$ cat src/rtl/core/sha256_pkg.sv
package sha256_pkg;

  localparam int unsigned WORD_W  = 32;
  localparam int unsigned BYTE_W  = 8;
  localparam int unsigned IDX_W   = 3;
  localparam int unsigned LEN_W   = 64;
  localparam int unsigned FILL_W  = 6;
  localparam int unsigned ROUND_W = 6;
  localparam int unsigned WADDR_W = 4;
  localparam int unsigned NUM_H   = 8;

  localparam logic [BYTE_W-1:0] PAD_BYTE = 8'h80;

  typedef logic [WORD_W-1:0] word_t;

  // Initial hash value for word i
  function automatic word_t init_hash(input logic [IDX_W-1:0] i);
    word_t v;
    case (i)
      3'd0:    v = 32'h6a09e667;
      3'd1:    v = 32'hbb67ae85;
      3'd2:    v = 32'h3c6ef372;
      3'd3:    v = 32'ha54ff53a;
      3'd4:    v = 32'h510e527f;
      3'd5:    v = 32'h9b05688c;
      3'd6:    v = 32'h1f83d9ab;
      default: v = 32'h5be0cd19;
    endcase
    return v;
  endfunction

  // Round constant for round j
  function automatic word_t round_k(input logic [ROUND_W-1:0] j);
    word_t v;
    case (j)
      6'd0:  v = 32'h428a2f98;  6'd1:  v = 32'h71374491;
      6'd2:  v = 32'hb5c0fbcf;  6'd3:  v = 32'he9b5dba5;
      6'd4:  v = 32'h3956c25b;  6'd5:  v = 32'h59f111f1;
      6'd6:  v = 32'h923f82a4;  6'd7:  v = 32'hab1c5ed5;
      6'd8:  v = 32'hd807aa98;  6'd9:  v = 32'h12835b01;
      6'd10: v = 32'h243185be;  6'd11: v = 32'h550c7dc3;
      6'd12: v = 32'h72be5d74;  6'd13: v = 32'h80deb1fe;
      6'd14: v = 32'h9bdc06a7;  6'd15: v = 32'hc19bf174;
      6'd16: v = 32'he49b69c1;  6'd17: v = 32'hefbe4786;
      6'd18: v = 32'h0fc19dc6;  6'd19: v = 32'h240ca1cc;
      6'd20: v = 32'h2de92c6f;  6'd21: v = 32'h4a7484aa;
      6'd22: v = 32'h5cb0a9dc;  6'd23: v = 32'h76f988da;
      6'd24: v = 32'h983e5152;  6'd25: v = 32'ha831c66d;
      6'd26: v = 32'hb00327c8;  6'd27: v = 32'hbf597fc7;
      6'd28: v = 32'hc6e00bf3;  6'd29: v = 32'hd5a79147;
      6'd30: v = 32'h06ca6351;  6'd31: v = 32'h14292967;
      6'd32: v = 32'h27b70a85;  6'd33: v = 32'h2e1b2138;
      6'd34: v = 32'h4d2c6dfc;  6'd35: v = 32'h53380d13;
      6'd36: v = 32'h650a7354;  6'd37: v = 32'h766a0abb;
      6'd38: v = 32'h81c2c92e;  6'd39: v = 32'h92722c85;
      6'd40: v = 32'ha2bfe8a1;  6'd41: v = 32'ha81a664b;
      6'd42: v = 32'hc24b8b70;  6'd43: v = 32'hc76c51a3;
      6'd44: v = 32'hd192e819;  6'd45: v = 32'hd6990624;
      6'd46: v = 32'hf40e3585;  6'd47: v = 32'h106aa070;
      6'd48: v = 32'h19a4c116;  6'd49: v = 32'h1e376c08;
      6'd50: v = 32'h2748774c;  6'd51: v = 32'h34b0bcb5;
      6'd52: v = 32'h391c0cb3;  6'd53: v = 32'h4ed8aa4a;
      6'd54: v = 32'h5b9cca4f;  6'd55: v = 32'h682e6ff3;
      6'd56: v = 32'h748f82ee;  6'd57: v = 32'h78a5636f;
      6'd58: v = 32'h84c87814;  6'd59: v = 32'h8cc70208;
      6'd60: v = 32'h90befffa;  6'd61: v = 32'ha4506ceb;
      6'd62: v = 32'hbef9a3f7;
      default: v = 32'hc67178f2;
    endcase
    return v;
  endfunction

  function automatic word_t rotr(input word_t x, input int unsigned n);
    return (x >> n) | (x << (WORD_W - n));
  endfunction

  function automatic word_t sig0(input word_t x);
    return rotr(x, 7) ^ rotr(x, 18) ^ (x >> 3);
  endfunction

  function automatic word_t sig1(input word_t x);
    return rotr(x, 17) ^ rotr(x, 19) ^ (x >> 10);
  endfunction

  function automatic word_t bsig0(input word_t x);
    return rotr(x, 2) ^ rotr(x, 13) ^ rotr(x, 22);
  endfunction

  function automatic word_t bsig1(input word_t x);
    return rotr(x, 6) ^ rotr(x, 11) ^ rotr(x, 25);
  endfunction

endpackage

$ cat src/rtl/core/sha256_message_digest_top.sv
// SHA-256 digest engine over a byte stream.
// Input channel (in_*): one transfer per message byte. in_tdata holds the byte,
// in_tuser says the byte is present, in_tlast closes the message. A transfer
// with in_tuser low and in_tlast high closes a message without a byte (empty
// message allowed); one with both low is ignored.
// Output channel (out_*): after a message closes, eight transfers carry h0..h7,
// out_tuser the word index, out_tlast set on h7.
// Throughput: bytes are taken one per cycle while a block fills. When the 64th
// byte of a block arrives, in_tready drops while the block is compressed: the
// block words and the message schedule share one 16-word memory with two
// registered read ports, and each round needs four schedule reads.
// Closing a message adds a pad write, the zero and length fill writes, one or
// two compressions, then the eight output words; in_tready returns in the cycle
// after the h7 transfer.
// A stalled receiver holds the current word on out_tdata; nothing is lost.
// Reset (rst_n low, synchronous) loads the initial hash, clears the length and
// the fill count, and leaves the block memory as it was.
module sha256_message_digest_top (
  input  logic                             clk,
  input  logic                             rst_n,
  input  logic                             in_tvalid,
  output logic                             in_tready,
  input  logic [sha256_pkg::BYTE_W-1:0]    in_tdata,   // [7:0] data_byte
  input  logic                             in_tuser,   // [0] byte_present
  input  logic                             in_tlast,
  output logic                             out_tvalid,
  input  logic                             out_tready,
  output logic [sha256_pkg::WORD_W-1:0]    out_tdata,  // [31:0] digest_word
  output logic [sha256_pkg::IDX_W-1:0]     out_tuser,  // [2:0] word_index
  output logic                             out_tlast
);
  import sha256_pkg::*;

  typedef enum logic [3:0] {
    S_IDLE, S_PAD, S_ZFILL, S_CINIT, S_RD1, S_RD2, S_SCHED, S_RLAST, S_HADD, S_EMIT
  } state_t;

  state_t               state_r;
  logic [FILL_W-1:0]    fill_r;
  logic [LEN_W-1:0]     bitcnt_r;
  word_t                acc_r;
  logic [WADDR_W:0]     cnt_r;
  logic                 fin_r;
  logic                 two_r;
  logic                 pend_last_r;
  logic [ROUND_W-1:0]   rnd_r;
  word_t                x16_r, x15_r, w_r, k_r;
  word_t                hash_r [NUM_H];
  word_t                var_r  [NUM_H];
  logic [IDX_W-1:0]     oidx_r;
  word_t                odata_r;
  logic                 ovalid_r;

  // block / schedule memory
  word_t                mem [2**WADDR_W];
  word_t                rd0_r, rd1_r;
  logic [WADDR_W-1:0]   ra0, ra1, waddr;
  logic                 we;
  word_t                wdata;

  logic                 in_xfer, out_xfer;
  logic [1:0]           lane;
  word_t                acc_nxt, pad_word, w_nxt;
  logic                 rnd_do;
  word_t                t1, t2;

  assign in_tready  = (state_r == S_IDLE);
  assign in_xfer    = in_tvalid && in_tready;
  assign out_tvalid = ovalid_r;
  assign out_tdata  = odata_r;
  assign out_tuser  = oidx_r;
  assign out_tlast  = (oidx_r == IDX_W'(NUM_H - 1));
  assign out_xfer   = ovalid_r && out_tready;
  assign lane       = fill_r[1:0];

  // merge the incoming byte and build the pad word (big-endian lanes)
  always_comb begin
    acc_nxt  = acc_r;
    pad_word = '0;
    for (int l = 0; l < 4; l++) begin
      if (l[1:0] == lane) begin
        acc_nxt[WORD_W-1-BYTE_W*l -: BYTE_W]  = in_tdata;
        pad_word[WORD_W-1-BYTE_W*l -: BYTE_W] = PAD_BYTE;
      end else if (l[1:0] < lane) begin
        pad_word[WORD_W-1-BYTE_W*l -: BYTE_W] = acc_r[WORD_W-1-BYTE_W*l -: BYTE_W];
      end
    end
  end

  // schedule word: first sixteen come straight from the block
  assign w_nxt = (rnd_r[ROUND_W-1:WADDR_W] == '0) ? x16_r
                 : x16_r + sig0(x15_r) + rd0_r + sig1(rd1_r);

  // read address and write port selection
  always_comb begin
    ra0   = rnd_r[WADDR_W-1:0];
    ra1   = rnd_r[WADDR_W-1:0] + WADDR_W'(1);
    we    = 1'b0;
    waddr = cnt_r[WADDR_W-1:0];
    wdata = '0;
    case (state_r)
      S_RD2: begin
        ra0 = rnd_r[WADDR_W-1:0] + WADDR_W'(9);
        ra1 = rnd_r[WADDR_W-1:0] + WADDR_W'(14);
      end
      S_IDLE: begin
        we    = in_xfer && in_tuser && (lane == 2'd3);
        waddr = fill_r[FILL_W-1:2];
        wdata = acc_nxt;
      end
      S_PAD: begin
        we    = 1'b1;
        waddr = fill_r[FILL_W-1:2];
        wdata = pad_word;
      end
      S_ZFILL: begin
        we    = !cnt_r[WADDR_W];
        waddr = cnt_r[WADDR_W-1:0];
        if (!two_r && cnt_r[WADDR_W-1:0] == WADDR_W'(14)) begin
          wdata = bitcnt_r[LEN_W-1:WORD_W];
        end else if (!two_r && cnt_r[WADDR_W-1:0] == WADDR_W'(15)) begin
          wdata = bitcnt_r[WORD_W-1:0];
        end
      end
      S_SCHED: begin
        we    = (rnd_r[ROUND_W-1:WADDR_W] != '0);
        waddr = rnd_r[WADDR_W-1:0];
        wdata = w_nxt;
      end
      default: begin
      end
    endcase
  end

  // hold the memory; reads are registered
  always_ff @(posedge clk) begin
    if (we) begin
      mem[waddr] <= wdata;
    end
    rd0_r <= mem[ra0];
    rd1_r <= mem[ra1];
  end

  // one compression round on the registered schedule word
  assign rnd_do = ((state_r == S_RD1) && (rnd_r != '0)) || (state_r == S_RLAST);
  assign t1 = var_r[7] + bsig1(var_r[4]) + ((var_r[4] & var_r[5]) ^ (~var_r[4] & var_r[6]))
              + k_r + w_r;
  assign t2 = bsig0(var_r[0])
              + ((var_r[0] & var_r[1]) ^ (var_r[0] & var_r[2]) ^ (var_r[1] & var_r[2]));

  // sequencer, working registers and output register
  always_ff @(posedge clk) begin
    if (!rst_n) begin
      state_r     <= S_IDLE;
      fill_r      <= '0;
      bitcnt_r    <= '0;
      fin_r       <= 1'b0;
      two_r       <= 1'b0;
      pend_last_r <= 1'b0;
      ovalid_r    <= 1'b0;
      oidx_r      <= '0;
      rnd_r       <= '0;
      cnt_r       <= '0;
      for (int i = 0; i < NUM_H; i++) begin
        hash_r[i] <= init_hash(IDX_W'(i));
      end
    end else begin
      if (rnd_do) begin
        var_r[7] <= var_r[6];
        var_r[6] <= var_r[5];
        var_r[5] <= var_r[4];
        var_r[4] <= var_r[3] + t1;
        var_r[3] <= var_r[2];
        var_r[2] <= var_r[1];
        var_r[1] <= var_r[0];
        var_r[0] <= t1 + t2;
      end
      case (state_r)
        S_IDLE: begin
          if (in_xfer) begin
            if (in_tuser) begin
              acc_r    <= acc_nxt;
              fill_r   <= fill_r + FILL_W'(1);
              bitcnt_r <= bitcnt_r + LEN_W'(BYTE_W);
              if (fill_r == '1) begin
                pend_last_r <= in_tlast;
                state_r     <= S_CINIT;
              end else if (in_tlast) begin
                state_r <= S_PAD;
              end
            end else if (in_tlast) begin
              state_r <= S_PAD;
            end
          end
        end
        S_PAD: begin
          fin_r   <= 1'b1;
          two_r   <= (fill_r[FILL_W-1:3] == '1);
          cnt_r   <= {1'b0, fill_r[FILL_W-1:2]} + (WADDR_W+1)'(1);
          state_r <= S_ZFILL;
        end
        S_ZFILL: begin
          if (cnt_r[WADDR_W]) begin
            state_r <= S_CINIT;
          end else begin
            cnt_r <= cnt_r + (WADDR_W+1)'(1);
          end
        end
        S_CINIT: begin
          for (int i = 0; i < NUM_H; i++) begin
            var_r[i] <= hash_r[i];
          end
          rnd_r   <= '0;
          state_r <= S_RD1;
        end
        S_RD1: begin
          state_r <= S_RD2;
        end
        S_RD2: begin
          x16_r   <= rd0_r;
          x15_r   <= rd1_r;
          state_r <= S_SCHED;
        end
        S_SCHED: begin
          w_r <= w_nxt;
          k_r <= round_k(rnd_r);
          if (rnd_r == '1) begin
            state_r <= S_RLAST;
          end else begin
            rnd_r   <= rnd_r + ROUND_W'(1);
            state_r <= S_RD1;
          end
        end
        S_RLAST: begin
          rnd_r   <= '0;
          state_r <= S_HADD;
        end
        S_HADD: begin
          for (int i = 0; i < NUM_H; i++) begin
            hash_r[i] <= hash_r[i] + var_r[i];
          end
          if (fin_r) begin
            if (two_r) begin
              two_r   <= 1'b0;
              cnt_r   <= '0;
              state_r <= S_ZFILL;
            end else begin
              oidx_r   <= '0;
              odata_r  <= hash_r[0] + var_r[0];
              ovalid_r <= 1'b1;
              state_r  <= S_EMIT;
            end
          end else if (pend_last_r) begin
            pend_last_r <= 1'b0;
            state_r     <= S_PAD;
          end else begin
            state_r <= S_IDLE;
          end
        end
        S_EMIT: begin
          if (out_xfer) begin
            if (oidx_r == IDX_W'(NUM_H - 1)) begin
              ovalid_r <= 1'b0;
              oidx_r   <= '0;
              fin_r    <= 1'b0;
              fill_r   <= '0;
              bitcnt_r <= '0;
              for (int i = 0; i < NUM_H; i++) begin
                hash_r[i] <= init_hash(IDX_W'(i));
              end
              state_r <= S_IDLE;
            end else begin
              oidx_r  <= oidx_r + IDX_W'(1);
              odata_r <= hash_r[oidx_r + IDX_W'(1)];
            end
          end
        end
        default: begin
          state_r <= S_IDLE;
        end
      endcase
    end
  end

`ifndef SYNTHESIS
  a_no_overlap: assert property (@(posedge clk) disable iff (!rst_n)
    !(in_tready && out_tvalid))
    else $error("input taken while digest words are pending");

  a_no_write_in_read: assert property (@(posedge clk) disable iff (!rst_n)
    (state_r == S_RD1 || state_r == S_RD2) |-> !we)
    else $error("memory written during schedule read");

  a_full_block: assert property (@(posedge clk) disable iff (!rst_n)
    (in_xfer && in_tuser && fill_r == '1) |=> (state_r == S_CINIT))
    else $error("full block not sent to compression");

  a_msg_done: assert property (@(posedge clk) disable iff (!rst_n)
    (out_xfer && out_tlast) |=> (in_tready && fill_r == '0 && bitcnt_r == '0))
    else $error("message state not cleared after digest");
`endif

endmodule
$ cat config.mk
export PLATFORM = sky130hd
export DESIGN_NAME = sha256_message_digest_top
export DESIGN_NICKNAME = d
export VERILOG_FILES = /design/src/rtl/core/sha256_pkg.sv /design/src/rtl/core/sha256_message_digest_top.sv
export SDC_FILE = /design/constraint.sdc
export NUM_CORES = 2
export LEC_CHECK = 0
export BUFFER_PORTS_ARGS = -buffer_cell sky130_fd_sc_hd__clkbuf_2
export CAP_MARGIN = 20
export CORE_ASPECT_RATIO = 1.5
export CORE_MARGIN = 5
export CORE_UTILIZATION = 45
export DETAILED_ROUTE_END_ITERATION = 10
export RECOVER_POWER = 100
export SETUP_SLACK_MARGIN = 0.5
export SLEW_MARGIN = 40
export SYNTH_ARGS = -nofsm -noshare
export SYNTH_HDL_FRONTEND = slang
export SYNTH_SLANG_ARGS = --single-unit
$ cat constraint.sdc
create_clock -name clk -period 26.2 [get_ports clk]
set_input_delay 2.62 -clock clk [delete_from_list [all_inputs] [get_ports clk]]
set_output_delay 2.62 -clock clk [all_outputs]
set_load 0.01 [all_outputs]
==> impl_results.md <==
- Wirelength per Cell: 28.1 um
- Peak VDD IR: between 0.00006 and 0.00007 V
- Via density per instance: 6.08
- Clk Latency, worst-skew pair: between 800 and 900 ps
- FF+latch count, synth: around 1400
- Final HPWL DP: 219 mm
- H-tree depth: 4
- Worst Hold Class: reg -> reg
- Final-report hold violation count: 0
- Placed cell area: approximately 90000 um^2
- Simple-gate share of the synthesized area: 0.118
- Slew of the pin with the lowest slew margin: 5950 ps
- Post-synthesis mux area share: 0.104
- FF-to-FF setup slack: 13860 ps
- Core Area: around 190000 um^2
- Sw Ratio: 0.317
- Pin count of the biggest net entering global routing: 112
- Setup TNS Final: 0 ps
- Final ANT Viol Nets: 0
- Most common cell after layout, fill and taps aside: nand2_1
- Hold Buf Count CTS: 0
- Antenna violations before repair: 3
- Async S/R FF share, synth: 0
- Setup violators final: 0
- Max Clk Rate: 0.0699 GHz
- Grt total ovfl: 0
- Period utilization: 0.546
- R2R depth: 11
- Critical path endpoint category: register
- Root Buffer: clkbuf_16
- Post-synthesis instance area: just under 90000 um^2
- Die W: 368 um
- Register area share after synthesis: 0.442
- Post-synth EDFFs: around 1100
- Layout cells sized above 1: 0.0974
- Main synth FF type: edfxtp_1
- Die height: ~550 um
- Die Area: approximately 200000 um^2
- Initial core utilization: 0.452
- Clock sink count: about 1400
- Power, Total: between 6000 and 7000 uW
- Vias in the first global route: around 65000
- Syn_nets: between 8000 and 9000
- Total detailed-routing wirelength: between 200 and 300 mm
- Yosys cell types: 100
- Layout area overhead: 8.90%
- Synth Area in Compound Gates: 0.130
- Sequential Power Share: 0.402
- # Max-Cap Violations: 54
- Gr usage total: 0.287
- Largest family of logic cells by synthesized area: compound AO/OA/AOI/OAI gates
- WS Path Type: in -> reg
- Syn Inst Count: ~8000
- Startpoint types: input port
- Combinational Power Share: 0.264
- Num rows: around 200
- Final Net Count: between 8000 and 9000
- Internal power: around 4400 uW
- Buffers on Ports: around 50
- DR vias: ~64000
- Post-route minimum period: roughly 14000 ps
- Max_slew headroom: -2.97
- Req. time, crit path: about 27000 ps
- IO Pins: between 50 and 60
- Worst path arrival time: around 15000 ps
- DRC: 0
- Post-synthesis adder-cell area fraction: 0.103
- Psw: between 2000 and 2500 uW
- Post-CTS Setup Bufs: 0
- Clock Tree Buf Depth: 4
- Starting DRC count in detailed routing: between 5000 and 6000
- Hold path cells: 0
- First-pass GRT wire length: about 430 mm
- Synthesized-area fraction occupied by xor and xnor cells: 0.0613
- Mean area per synthesized cell: 10.8 um^2
- CTS resizes: 0
- Final Cell Area: 94300 um^2
- Power per Cell Area: just under 70 nW/um^2
- GPL Wtd Cong: just under 1
- CTS tree: yes
- Outcome: finished, violations left
- Most frequent cells in the layout: nand2_1, edfxtp_1, inv_1, a21oi_1, nor2_1
- Max FO, Critical Path: 72
- Max Slew Vio Count: ~2300
- Cts bufs inserted: 152
- RSZ-0062 raised after global routing: false
- Reg clk slew, reported paths: 60 ps
- Static Leak: ~0.036 uW
- YS warnings: 0
- Clock share of power: 0.335
- Worst Skew: 97.5 ps
- Violated checks: max-capacitance violations, max-slew violations
- Drt first pass iters: 6
-- sequential cells by signal, indices dropped and copies added (netlist names), 32 cells and up --
register	flops
var_r	256
w_r	32
x15_r	32
rd1_r	32
acc_r	32
hash_r	256
k_r	32
rd0_r	32
mem	512
bitcnt_r	61
x16_r	32
out_tdata	32
-- stage by stage --
stage                     cells  worst slack [ps]  hold slack [ps]  utilization
after floorplan            8018             10230              408            -
after global placement    10300             17810              419        0.468
after detailed placement  10300             17830              424        0.469
after CTS                 10500             17810              439        0.494
after global routing      10500             11650              446        0.492
final                     10500             11890              440        0.492
-- layout make-up --
cell class                      instances  area (um^2)
Antenna cell                            3         7.51
Timing Repair Buffer                  181          963
Tap cell                             2487         3110
Clock buffer                          197         4180
Fill cell                           17300        97500
Clock inverter                         71          672
Sequential cell                      1369        38300
Multi-Input combinational cell       5703        45000
Inverter                              538         2020
-- cells by family (layout without fill, tap and decap cells) --
group	count (synthesis)	after routing
xor gates and xnor gates	606	606
other	0	3
DFF	1369	1369
adders and majority gates	599	599
buffers and inverters	946	987
and+or+nand+nor	2298	2298
AOI/OAI and AO/OA	1753	1753
muxes	447	447
-- worst max-delay path, cell delays in order --
cell,delay (ps)
clkbuf_2,80
clkbuf_1,1580
clkinv_1,1120
clkbuf_1,990
nor3_1,400
clkbuf_1,2890
clkbuf_1,1830
clkbuf_1,2480
o31ai_1,510
-- synth_stat cells, drive strengths merged, types with 33 or more instances --
| master | number | area, um^2 |
|---|---|---|
| buf | 86 | 355 |
| inv | 534 | 2000 |
| and3 | 44 | 275 |
| nand2 | 1163 | 4370 |
| ha | 401 | 5020 |
| edfxtp | 1088 | 32700 |
| nor3 | 95 | 475 |
| nor2 | 429 | 1620 |
| mux2i | 33 | 330 |
| nand2b | 82 | 513 |
| xnor2 | 316 | 2770 |
| nand3 | 152 | 761 |
| nand4 | 48 | 307 |
| a21oi | 469 | 2350 |
| a21o | 221 | 1660 |
| o21ai | 425 | 2130 |
| mux2 | 57 | 642 |
| xor2 | 290 | 2540 |
| and2 | 67 | 419 |
| o211ai | 53 | 403 |
| fa | 195 | 3900 |
| or3 | 46 | 288 |
| mux4 | 357 | 8040 |
| nor2b | 83 | 519 |
| o21a | 61 | 459 |
| clkbuf | 322 | 1210 |
| a211oi | 103 | 773 |
| dfxtp | 281 | 5630 |
| a31oi | 87 | 544 |
| o21bai | 33 | 248 |
-- path summary, 6_finish.rpt --
path	from	end
setup / recovery	rst_n	var_r[0][154]
hold / removal	rd0_r[19]	x16_r[19]
setup reg to reg	rnd_r[1]	rd1_r[1]
hold reg to reg	rd0_r[19]	x16_r[19]
-- layer usage --
layer,GRT usage,vias to the layer above,share of wire
met5,0,-,0
met4,0.194,0,0.084
met3,0.0306,799,0.048
met2,0.532,2319,0.53
met1,0.308,32100,0.34
li1,-,28900,-
-- power by group through the flow --
stage | combinational (uW) | clock, uW | sequential, uW
global placement | 1670 | 0 | 2630
detailed placement | 1690 | 0 | 2640
floorplan | 1190 | 0 | 2600
CTS | 1700 | 2200 | 2590
finish | 1700 | 2170 | 2600
global route | 1860 | 2280 | 2600
Note: power is estimated with default switching activity, not from simulation.
